`config.mk`:
```
export PLATFORM = sky130hd
export DESIGN_NAME = terminal_key_sequence_decoder
export DESIGN_NICKNAME = d
export VERILOG_FILES = /design/src/rtl/tksd_pkg.sv /design/src/rtl/terminal_key_sequence_decoder.sv
export SDC_FILE = /design/constraint.sdc
export NUM_CORES = 1
export LEC_CHECK = 0
export ABC_AREA = 1
export ABC_CLOCK_PERIOD_IN_PS = 3190
export BUFFER_PORTS_ARGS = -buffer_cell sky130_fd_sc_hd__buf_4
export CAP_MARGIN = 20
export CORE_MARGIN = 5
export CORE_UTILIZATION = 40
export DETAILED_ROUTE_END_ITERATION = 16
export SLEW_MARGIN = 10
export SYNTH_ARGS = -nofsm -noshare
export SYNTH_HDL_FRONTEND = slang
export SYNTH_SLANG_ARGS = --single-unit
export TNS_END_PERCENT = 20
```
`constraint.sdc`:
```
create_clock -name i_clk -period 3.19 [get_ports i_clk]
set_input_delay 0.1595 -clock i_clk [delete_from_list [all_inputs] [get_ports i_clk]]
set_output_delay 0.1595 -clock i_clk [all_outputs]
set_load 0.05 [all_outputs]
```
`src/rtl/tksd_pkg.sv`:
```
// Shared constants for the terminal key sequence decoder: stream widths, codes and key bytes.
package tksd_pkg;

    localparam int IN_TDATA_W  = 16;
    localparam int OUT_TDATA_W = 16;
    localparam int CMD_W       = 5;
    localparam int ARG_W       = 16;

    typedef logic [7:0]       t_byte;
    typedef logic [CMD_W-1:0] t_cmd;
    typedef logic [ARG_W-1:0] t_arg;

    // parser modes
    localparam logic [2:0] MODE_START   = 3'd0;
    localparam logic [2:0] MODE_ESC     = 3'd1;
    localparam logic [2:0] MODE_CSI     = 3'd2;
    localparam logic [2:0] MODE_CAN     = 3'd3;
    localparam logic [2:0] MODE_STR     = 3'd4;
    localparam logic [2:0] MODE_CHARSET = 3'd5;
    localparam logic [2:0] MODE_SKIP    = 3'd6;

    // editing commands
    localparam t_cmd CMD_ABORT      = 5'd0;
    localparam t_cmd CMD_ENTER      = 5'd1;
    localparam t_cmd CMD_INSERT     = 5'd2;
    localparam t_cmd CMD_BACKSPACE  = 5'd3;
    localparam t_cmd CMD_DELETE     = 5'd4;
    localparam t_cmd CMD_UP         = 5'd5;
    localparam t_cmd CMD_DOWN       = 5'd6;
    localparam t_cmd CMD_RIGHT      = 5'd7;
    localparam t_cmd CMD_LEFT       = 5'd8;
    localparam t_cmd CMD_END        = 5'd9;
    localparam t_cmd CMD_HOME       = 5'd10;
    localparam t_cmd CMD_WORDRIGHT  = 5'd11;
    localparam t_cmd CMD_WORDLEFT   = 5'd12;
    localparam t_cmd CMD_ERASE_EOL  = 5'd13;
    localparam t_cmd CMD_ERASE_BOL  = 5'd14;
    localparam t_cmd CMD_ERASE_LINE = 5'd15;
    localparam t_cmd CMD_ERASE_WORD = 5'd16;
    localparam t_cmd CMD_CLEAR      = 5'd17;
    localparam t_cmd CMD_UNMAPPED   = 5'd18;
    localparam t_cmd CMD_BEEP       = 5'd19;

    // key bytes
    localparam t_byte KEY_ETX   = 8'h03;
    localparam t_byte KEY_EOT   = 8'h04;
    localparam t_byte KEY_BEL   = 8'h07;
    localparam t_byte KEY_LF    = 8'h0A;
    localparam t_byte KEY_VT    = 8'h0B;
    localparam t_byte KEY_FF    = 8'h0C;
    localparam t_byte KEY_CR    = 8'h0D;
    localparam t_byte KEY_NAK   = 8'h15;
    localparam t_byte KEY_ETB   = 8'h17;
    localparam t_byte KEY_CAN   = 8'h18;
    localparam t_byte KEY_ESC   = 8'h1B;
    localparam t_byte KEY_SPACE = 8'h20;
    localparam t_byte KEY_STAR  = 8'h2A;
    localparam t_byte KEY_PLUS  = 8'h2B;
    localparam t_byte KEY_ZERO  = 8'h30;
    localparam t_byte KEY_NINE  = 8'h39;
    localparam t_byte KEY_SEMI  = 8'h3B;
    localparam t_byte KEY_QUEST = 8'h3F;
    localparam t_byte KEY_A     = 8'h41;
    localparam t_byte KEY_B     = 8'h42;
    localparam t_byte KEY_C     = 8'h43;
    localparam t_byte KEY_D     = 8'h44;
    localparam t_byte KEY_F     = 8'h46;
    localparam t_byte KEY_H     = 8'h48;
    localparam t_byte KEY_J     = 8'h4A;
    localparam t_byte KEY_K     = 8'h4B;
    localparam t_byte KEY_Y     = 8'h59;
    localparam t_byte KEY_LBRK  = 8'h5B;
    localparam t_byte KEY_UNDER = 8'h5F;
    localparam t_byte KEY_TILDE = 8'h7E;
    localparam t_byte KEY_DEL   = 8'h7F;
    localparam t_byte KEY_ST    = 8'h9C;

    // argument values that select variants, and the clamp for accumulated arguments
    localparam t_arg ARG_MOD_CTRL = 16'd5;
    localparam t_arg ARG_HOME     = 16'd1;
    localparam t_arg ARG_DELETE   = 16'd3;
    localparam t_arg ARG_END      = 16'd4;
    localparam t_arg ARG_MAX      = 16'hFFFF;

endpackage

```
`src/rtl/terminal_key_sequence_decoder.sv`:
```
// Terminal key sequence decoder: keyboard bytes in, line-editing commands out.
//
// One request is taken every cycle as long as results drain; a request is captured in the input
// register, is decoded against the parser state in a single pass and lands in the result
// register. Bytes that only advance an escape sequence produce no result. Only the first two
// CSI arguments are kept, since no final byte looks further; MAX_CSI_ARGS sets where further
// ';' separators stop counting.
module terminal_key_sequence_decoder #(
    parameter int MAX_CSI_ARGS = 4
) (
    input  logic                             i_clk,
    input  logic                             i_rst_n,
    input  logic                             s_axis_tvalid,
    output logic                             s_axis_tready,
    // [7:0] key_byte, [8] line_empty, [15:9] zero
    input  logic [tksd_pkg::IN_TDATA_W-1:0]  s_axis_tdata,
    output logic                             m_axis_tvalid,
    input  logic                             m_axis_tready,
    // [4:0] command_code, [12:5] key_char, [15:13] zero
    output logic [tksd_pkg::OUT_TDATA_W-1:0] m_axis_tdata
);
    import tksd_pkg::*;

    localparam int CNT_W = $clog2(MAX_CSI_ARGS + 2);
    localparam logic [CNT_W-1:0] CNT_ONE  = CNT_W'(1);
    localparam logic [CNT_W-1:0] CNT_TWO  = CNT_W'(2);
    localparam logic [CNT_W-1:0] CNT_MAX  = CNT_W'(MAX_CSI_ARGS);
    localparam logic [CNT_W-1:0] CNT_OVER = CNT_W'(MAX_CSI_ARGS + 1);

    // input register
    logic        r_in_valid;
    t_byte       r_in_byte;
    logic        r_in_empty;

    // parser state
    logic [2:0]       r_mode, n_mode;
    t_arg             r_arg0, n_arg0;
    t_arg             r_arg1, n_arg1;
    logic [CNT_W-1:0] r_arg_cnt, n_arg_cnt;
    logic             r_prefix, n_prefix;
    logic [1:0]       r_skip, n_skip;

    // result register
    logic  r_out_valid;
    t_cmd  r_out_cmd;
    t_byte r_out_char;

    logic  w_adv;
    logic  w_res_valid;
    t_cmd  w_cmd;
    t_byte w_char;
    t_arg  w_acc_src;
    logic [ARG_W+3:0] w_acc;
    t_arg  w_acc_sat;
    t_arg  w_second;
    logic  w_is_digit;

    assign w_adv         = r_in_valid && (!r_out_valid || m_axis_tready);
    assign s_axis_tready = !r_in_valid || w_adv;
    assign m_axis_tvalid = r_out_valid;
    assign m_axis_tdata  = {3'b000, r_out_char, r_out_cmd};

    // decimal accumulate: arg * 10 + digit, clamped
    assign w_is_digit = (r_in_byte >= KEY_ZERO) && (r_in_byte <= KEY_NINE);
    assign w_acc_src  = (r_arg_cnt == CNT_TWO) ? r_arg1 : r_arg0;
    assign w_acc      = ({4'b0000, w_acc_src} << 3) + ({4'b0000, w_acc_src} << 1)
                        + (ARG_W+4)'(r_in_byte - KEY_ZERO);
    assign w_acc_sat  = (w_acc > (ARG_W+4)'(ARG_MAX)) ? ARG_MAX : w_acc[ARG_W-1:0];
    assign w_second   = (r_arg_cnt >= CNT_TWO) ? r_arg1 : '0;

    always_comb begin
        n_mode      = r_mode;
        n_arg0      = r_arg0;
        n_arg1      = r_arg1;
        n_arg_cnt   = r_arg_cnt;
        n_prefix    = r_prefix;
        n_skip      = r_skip;
        w_res_valid = 1'b0;
        w_cmd       = CMD_ABORT;
        w_char      = '0;

        case (r_mode)
            MODE_ESC: begin
                if (r_in_byte == KEY_LBRK) begin
                    n_mode    = MODE_CSI;
                    n_arg0    = '0;
                    n_arg1    = '0;
                    n_arg_cnt = CNT_ONE;
                    n_prefix  = 1'b0;
                end else if (r_in_byte == KEY_UNDER) begin
                    n_mode = MODE_STR;
                end else if (r_in_byte == KEY_STAR || r_in_byte == KEY_PLUS
                             || r_in_byte == KEY_SPACE) begin
                    n_mode = MODE_CHARSET;
                end else begin
                    n_mode = MODE_START;
                end
            end
            MODE_CSI: begin
                if (w_is_digit) begin
                    if (r_arg_cnt == CNT_ONE) begin
                        n_arg0 = w_acc_sat;
                    end else if (r_arg_cnt == CNT_TWO) begin
                        n_arg1 = w_acc_sat;
                    end
                end else if (r_in_byte == KEY_SEMI) begin
                    if (r_arg_cnt < CNT_MAX) begin
                        if (r_arg_cnt == CNT_ONE) begin
                            n_arg1 = '0;
                        end
                        n_arg_cnt = r_arg_cnt + CNT_ONE;
                    end else begin
                        n_arg_cnt = CNT_OVER;
                    end
                end else if (r_in_byte == KEY_SPACE || r_in_byte == KEY_QUEST) begin
                    n_prefix = 1'b1;
                end else begin
                    n_mode = MODE_START;
                    // final bytes; anything outside '0'..'~', or any final after a prefix, aborts silently
                    if (!r_prefix && r_in_byte >= KEY_ZERO && r_in_byte <= KEY_TILDE) begin
                        case (r_in_byte)
                            KEY_A: begin
                                w_res_valid = 1'b1;
                                w_cmd       = CMD_UP;
                            end
                            KEY_B: begin
                                w_res_valid = 1'b1;
                                w_cmd       = CMD_DOWN;
                            end
                            KEY_C: begin
                                w_res_valid = 1'b1;
                                w_cmd = (w_second == ARG_MOD_CTRL) ? CMD_WORDRIGHT : CMD_RIGHT;
                            end
                            KEY_D: begin
                                w_res_valid = 1'b1;
                                w_cmd = (w_second == ARG_MOD_CTRL) ? CMD_WORDLEFT : CMD_LEFT;
                            end
                            KEY_F: begin
                                w_res_valid = 1'b1;
                                w_cmd       = CMD_END;
                            end
                            KEY_H: begin
                                w_res_valid = 1'b1;
                                w_cmd       = CMD_HOME;
                            end
                            KEY_J: begin
                                w_res_valid = 1'b1;
                                w_cmd       = CMD_ERASE_EOL;
                            end
                            KEY_K: begin
                                w_res_valid = 1'b1;
                                w_cmd       = CMD_ERASE_BOL;
                            end
                            KEY_Y: begin
                                n_mode = MODE_SKIP;
                                n_skip = 2'd2;
                            end
                            KEY_TILDE: begin
                                if (r_arg0 == ARG_HOME) begin
                                    w_res_valid = 1'b1;
                                    w_cmd       = CMD_HOME;
                                end else if (r_arg0 == ARG_DELETE) begin
                                    w_res_valid = 1'b1;
                                    w_cmd       = CMD_DELETE;
                                end else if (r_arg0 == ARG_END) begin
                                    w_res_valid = 1'b1;
                                    w_cmd       = CMD_END;
                                end
                            end
                            default: begin
                            end
                        endcase
                    end
                end
            end
            MODE_CAN: begin
                n_mode = MODE_START;
                if (r_in_byte == KEY_DEL) begin
                    w_res_valid = 1'b1;
                    w_cmd       = CMD_ERASE_BOL;
                end
            end
            MODE_STR: begin
                if (r_in_byte == KEY_ST || r_in_byte == KEY_BEL) begin
                    n_mode = MODE_START;
                end
            end
            MODE_CHARSET: begin
                n_mode = MODE_START;
            end
            MODE_SKIP: begin
                if (r_skip > 2'd1) begin
                    n_skip = r_skip - 2'd1;
                end else begin
                    n_skip = 2'd0;
                    n_mode = MODE_START;
                end
            end
            default: begin
                n_mode      = MODE_START;
                w_res_valid = 1'b1;
                case (r_in_byte)
                    KEY_ETX: w_cmd = CMD_ABORT;
                    KEY_EOT: w_cmd = r_in_empty ? CMD_ABORT : CMD_BEEP;
                    KEY_CR, KEY_LF: w_cmd = CMD_ENTER;
                    KEY_BEL: w_cmd = CMD_BEEP;
                    KEY_FF:  w_cmd = CMD_CLEAR;
                    KEY_DEL: w_cmd = CMD_BACKSPACE;
                    KEY_VT:  w_cmd = CMD_ERASE_EOL;
                    KEY_NAK: w_cmd = CMD_ERASE_LINE;
                    KEY_ETB: w_cmd = CMD_ERASE_WORD;
                    KEY_ESC: begin
                        n_mode      = MODE_ESC;
                        w_res_valid = 1'b0;
                    end
                    KEY_CAN: begin
                        n_mode      = MODE_CAN;
                        w_res_valid = 1'b0;
                    end
                    default: begin
                        w_char = r_in_byte;
                        w_cmd  = (r_in_byte >= KEY_SPACE && r_in_byte <= KEY_TILDE)
                                 ? CMD_INSERT : CMD_UNMAPPED;
                    end
                endcase
            end
        endcase
    end

    always_ff @(posedge i_clk) begin
        if (!i_rst_n) begin
            r_in_valid <= 1'b0;
        end else if (s_axis_tvalid && s_axis_tready) begin
            r_in_valid <= 1'b1;
        end else if (w_adv) begin
            r_in_valid <= 1'b0;
        end
    end

    always_ff @(posedge i_clk) begin
        if (s_axis_tvalid && s_axis_tready) begin
            r_in_byte  <= s_axis_tdata[7:0];
            r_in_empty <= s_axis_tdata[8];
        end
    end

    always_ff @(posedge i_clk) begin
        if (!i_rst_n) begin
            r_mode    <= MODE_START;
            r_arg0    <= '0;
            r_arg1    <= '0;
            r_arg_cnt <= CNT_ONE;
            r_prefix  <= 1'b0;
            r_skip    <= 2'd0;
        end else if (w_adv) begin
            r_mode    <= n_mode;
            r_arg0    <= n_arg0;
            r_arg1    <= n_arg1;
            r_arg_cnt <= n_arg_cnt;
            r_prefix  <= n_prefix;
            r_skip    <= n_skip;
        end
    end

    always_ff @(posedge i_clk) begin
        if (!i_rst_n) begin
            r_out_valid <= 1'b0;
        end else if (w_adv && w_res_valid) begin
            r_out_valid <= 1'b1;
        end else if (m_axis_tready) begin
            r_out_valid <= 1'b0;
        end
    end

    always_ff @(posedge i_clk) begin
        if (w_adv && w_res_valid) begin
            r_out_cmd  <= w_cmd;
            r_out_char <= w_char;
        end
    end

endmodule

```
==> run metrics <==
vias in the first global route=approximately 5400; type of origin of the critical path=register; worst-margin pin slew=a little under 0.8 ns; CP required=~3.4 ns; CTS Sinks=65; status=finished, violations left; peak supply drop=between 0.2 and 0.3 mV; mean area per synthesized cell=about 6.7 um^2; Die ar.=approximately 16000 um^2; multi-input logic area=between 3000 and 4000 um^2; Via density=about 5; drt initial violations=~260; share of layout cells above drive strength 1=between 20% and 30%; unrepaired setup endpoints after global routing=yes; r2r worst-path depth=21; gr usage total=between 20 and 25%; Final HPWL DP=~12 mm; Die X=126 um; Flop pwr share=between 30% and 40%; Critical path origin=r_arg_cnt[0]; first-pass GRT wire length=roughly 26 mm; clk slew on worst S/H paths=about 0.05 ns; sw power=about 0.00072 W; Initial Utilization=40.6%; clock share of power=between 30% and 40%; Post-Layout Cell Count=roughly 1100; part of the cycle the worst path needs=104%; area delta synth->final=35.7%; post-route cell area=about 7300 um^2; worst skew pair latency=roughly 0.34 ns; reg-to-reg endpoint=r_arg0[9]; total power draw=around 0.0024 W; DRT antenna net count=0; routed via count=around 5600; placed cell count=around 1100; Crit Path Category=reg -> reg; ANT cells=0; violated checks=setup timing; TritonCTS Buffers=9; number of synthesized flops with an enable pin=22; sw frac=between 20% and 30%; Syn Std Cell Area=5380 um^2; Final WS setup=-0.142 ns; I/O Buffers=27; drt total wl=15.8 mm; clk root buf=clkbuf_16; # setup viols final=32; fill cell count=around 1300; initial antenna violation count=0; LEAKAGE=about 3.4 nW; GRT overflow=0; maximum clock rate=about 300 MHz; commonest non-fill, non-tap cell in the layout=nand2_1; total number of yosys warnings=0; Core Footprint=approximately 13000 um^2; largest net degree at the start of global routing=33; worst hold-check path type=in -> reg; Placement Setup Slack=-0.385 ns; H-tree depth=3; Area after DPL=6270 um^2; Die Y=around 130 um; crit end category=register; Worst R2R Setup Slack=-0.14 ns; synthesized flop and latch total=65; Clock Path Buffers=2; post-synthesis cell count=slightly above 800; DRT Pass-1 Iters=5; fin crit period=around 3.3 ns; Slew Viols, Final=0; WP data arrival=about 3.5 ns; row count=42; CTS tree=done; DRC errors left=0; RR Startpoint=r_arg_cnt[0]; Ports=38; Main synth FF type=dfxtp_1; drt wl/cell=about 14 um; Combinational Power Share=approximately 22%; Yosys cell types=47; Placer Congestion=about 0.93; Fin. Hold Viols=0; crit path capture=r_arg0[9]; post-synthesis sequential area ratio=approximately 28%; Reg area=approximately 1500 um^2; worst clock skew=0.00950 ns; Slew headroom=47.5%; Nets=~1000; Synth async-reset ratio=0%; internal power=roughly 0.0017 W; most frequent cells in the layout=nand2_1, inv_1, buf_4, nor2_1; Power Density=about 330 nW/um^2; Max FO, Critical Path=8; total of max-cap violations=0
## how the worst min path moves through the flow
stage	from	to	slack, ns	depth (start not counted)
finish	m_axis_tready	m_axis_tvalid	0.12	4
global route	m_axis_tready	m_axis_tvalid	0.16	4
CTS	s_axis_tdata[8]	r_in_empty	0.0008	1
detailed placement	s_axis_tdata[1]	r_in_byte[1]	0.34	1
global placement	s_axis_tdata[2]	r_in_byte[2]	0.34	1
floorplan	s_axis_tdata[0]	r_in_byte[0]	0.26	0
## sequential cells by signal, indices dropped and copies added (netlist names), 2 cells and up
register,cells
r_out_cmd,5
r_arg0,16
r_arg1,16
r_mode,3
r_out_char,8
r_in_byte,8
r_skip,2
r_arg_cnt,3
## per-layer routing
layer | GRT usage, % | wire length [um] | up-vias
met5 | 0 | 0 | -
met4 | 9.46 | 715 | 0
met3 | 3.90 | 709 | 47
met2 | 35.5 | 7820 | 148
met1 | 23.4 | 6550 | 2551
li1 | - | - | 2832
## layout make-up
type,count,share of cell area [%]
flip-flops and latches,65,20.9
multi-input cells,577,51.0
clock inverters,4,0.582
repair buffers,114,13.7
clock buffers,12,3.37
inverters,144,7.54
well taps,176,3.01
## power groups by stage
stage               combinational (W)  clock (W)  sequential, W
global placement             0.000480          0       0.000942
finish                       0.000545   0.000967       0.000930
floorplan                    0.000276          0       0.000984
global route                 0.000597    0.00103       0.000935
detailed placement           0.000480          0       0.000943
CTS                          0.000536   0.000984       0.000929
## what timing repair did
action,in CTS,in global routing
cloned,4,0
hold buffers,8,1
endpoints found under the setup margin,32,32
buffers inserted,6,3
hold endpoints to repair,8,1
pin swaps,24,8
gates resized for setup,100,18
## critical path, stage by stage (launching register included)
cell and delay (ns):
dfxtp_2 0.34, inv_2 0.05, ha_4 0.17, nand2_8 0.12
buf_12 0.16, mux2i_4 0.27, fa_1 0.44, inv_1 0.11
ha_4 0.23, nand2_1 0.07, nand2_1 0.06, nand2_1 0.06
nand2_1 0.06, a21oi_2 0.19, nand2_1 0.08, nand2_1 0.07
nand2_2 0.06, nor2_4 0.21, buf_16 0.16, nand4_1 0.11
nand3_1 0.10, a21oi_1 0.06
## synthesized netlist by cell type (4+ instances only)
cell type    n  area (um^2)
a21oi_1     60          300
buf_2        8         40.0
buf_4        4         30.0
clkbuf_1     5         18.8
dfxtp_1     43          861
edfxtp_1    22          661
fa_1        15          300
ha_1        28          350
inv_1      133          499
inv_2       10         37.5
nand2_1    201          754
nand3_1     60          300
nand4_1     27          169
nor2_1      64          240
nor2_2       6         37.5
nor3_1      16         80.1
o21ai_0     34          170
o21ai_1     19         95.1
xnor2_1      7         61.3
## through the flow
stage	hold slack [ns]	setup TNS, ns	util [%]
3_5_place_dp	0.339	-11.66	47.3
3_3_place_gp	0.339	-12.13	47.3
2_1_floorplan	0.258	0	-
4_1_cts	0.000795	-2.00	54.6
5_1_grt	0.156	-8.42	55.2
6_report	0.117	-3.70	55.2
## kinds of logic (layout without fill, tap and decap cells)
family	Yosys count	count (layout)	synth area share [%]
and+or+nand+nor	392	392	32.5
buffers and inverters	166	274	12.6
AOI/OAI and AO/OA	128	128	12.7
DFF	65	65	28.3
adders and majority gates	43	43	12.1
xor gates and xnor gates	10	10	1.63
other	1	3	0.0697
muxes	1	1	0.186
(Power assumes the default switching activity.)
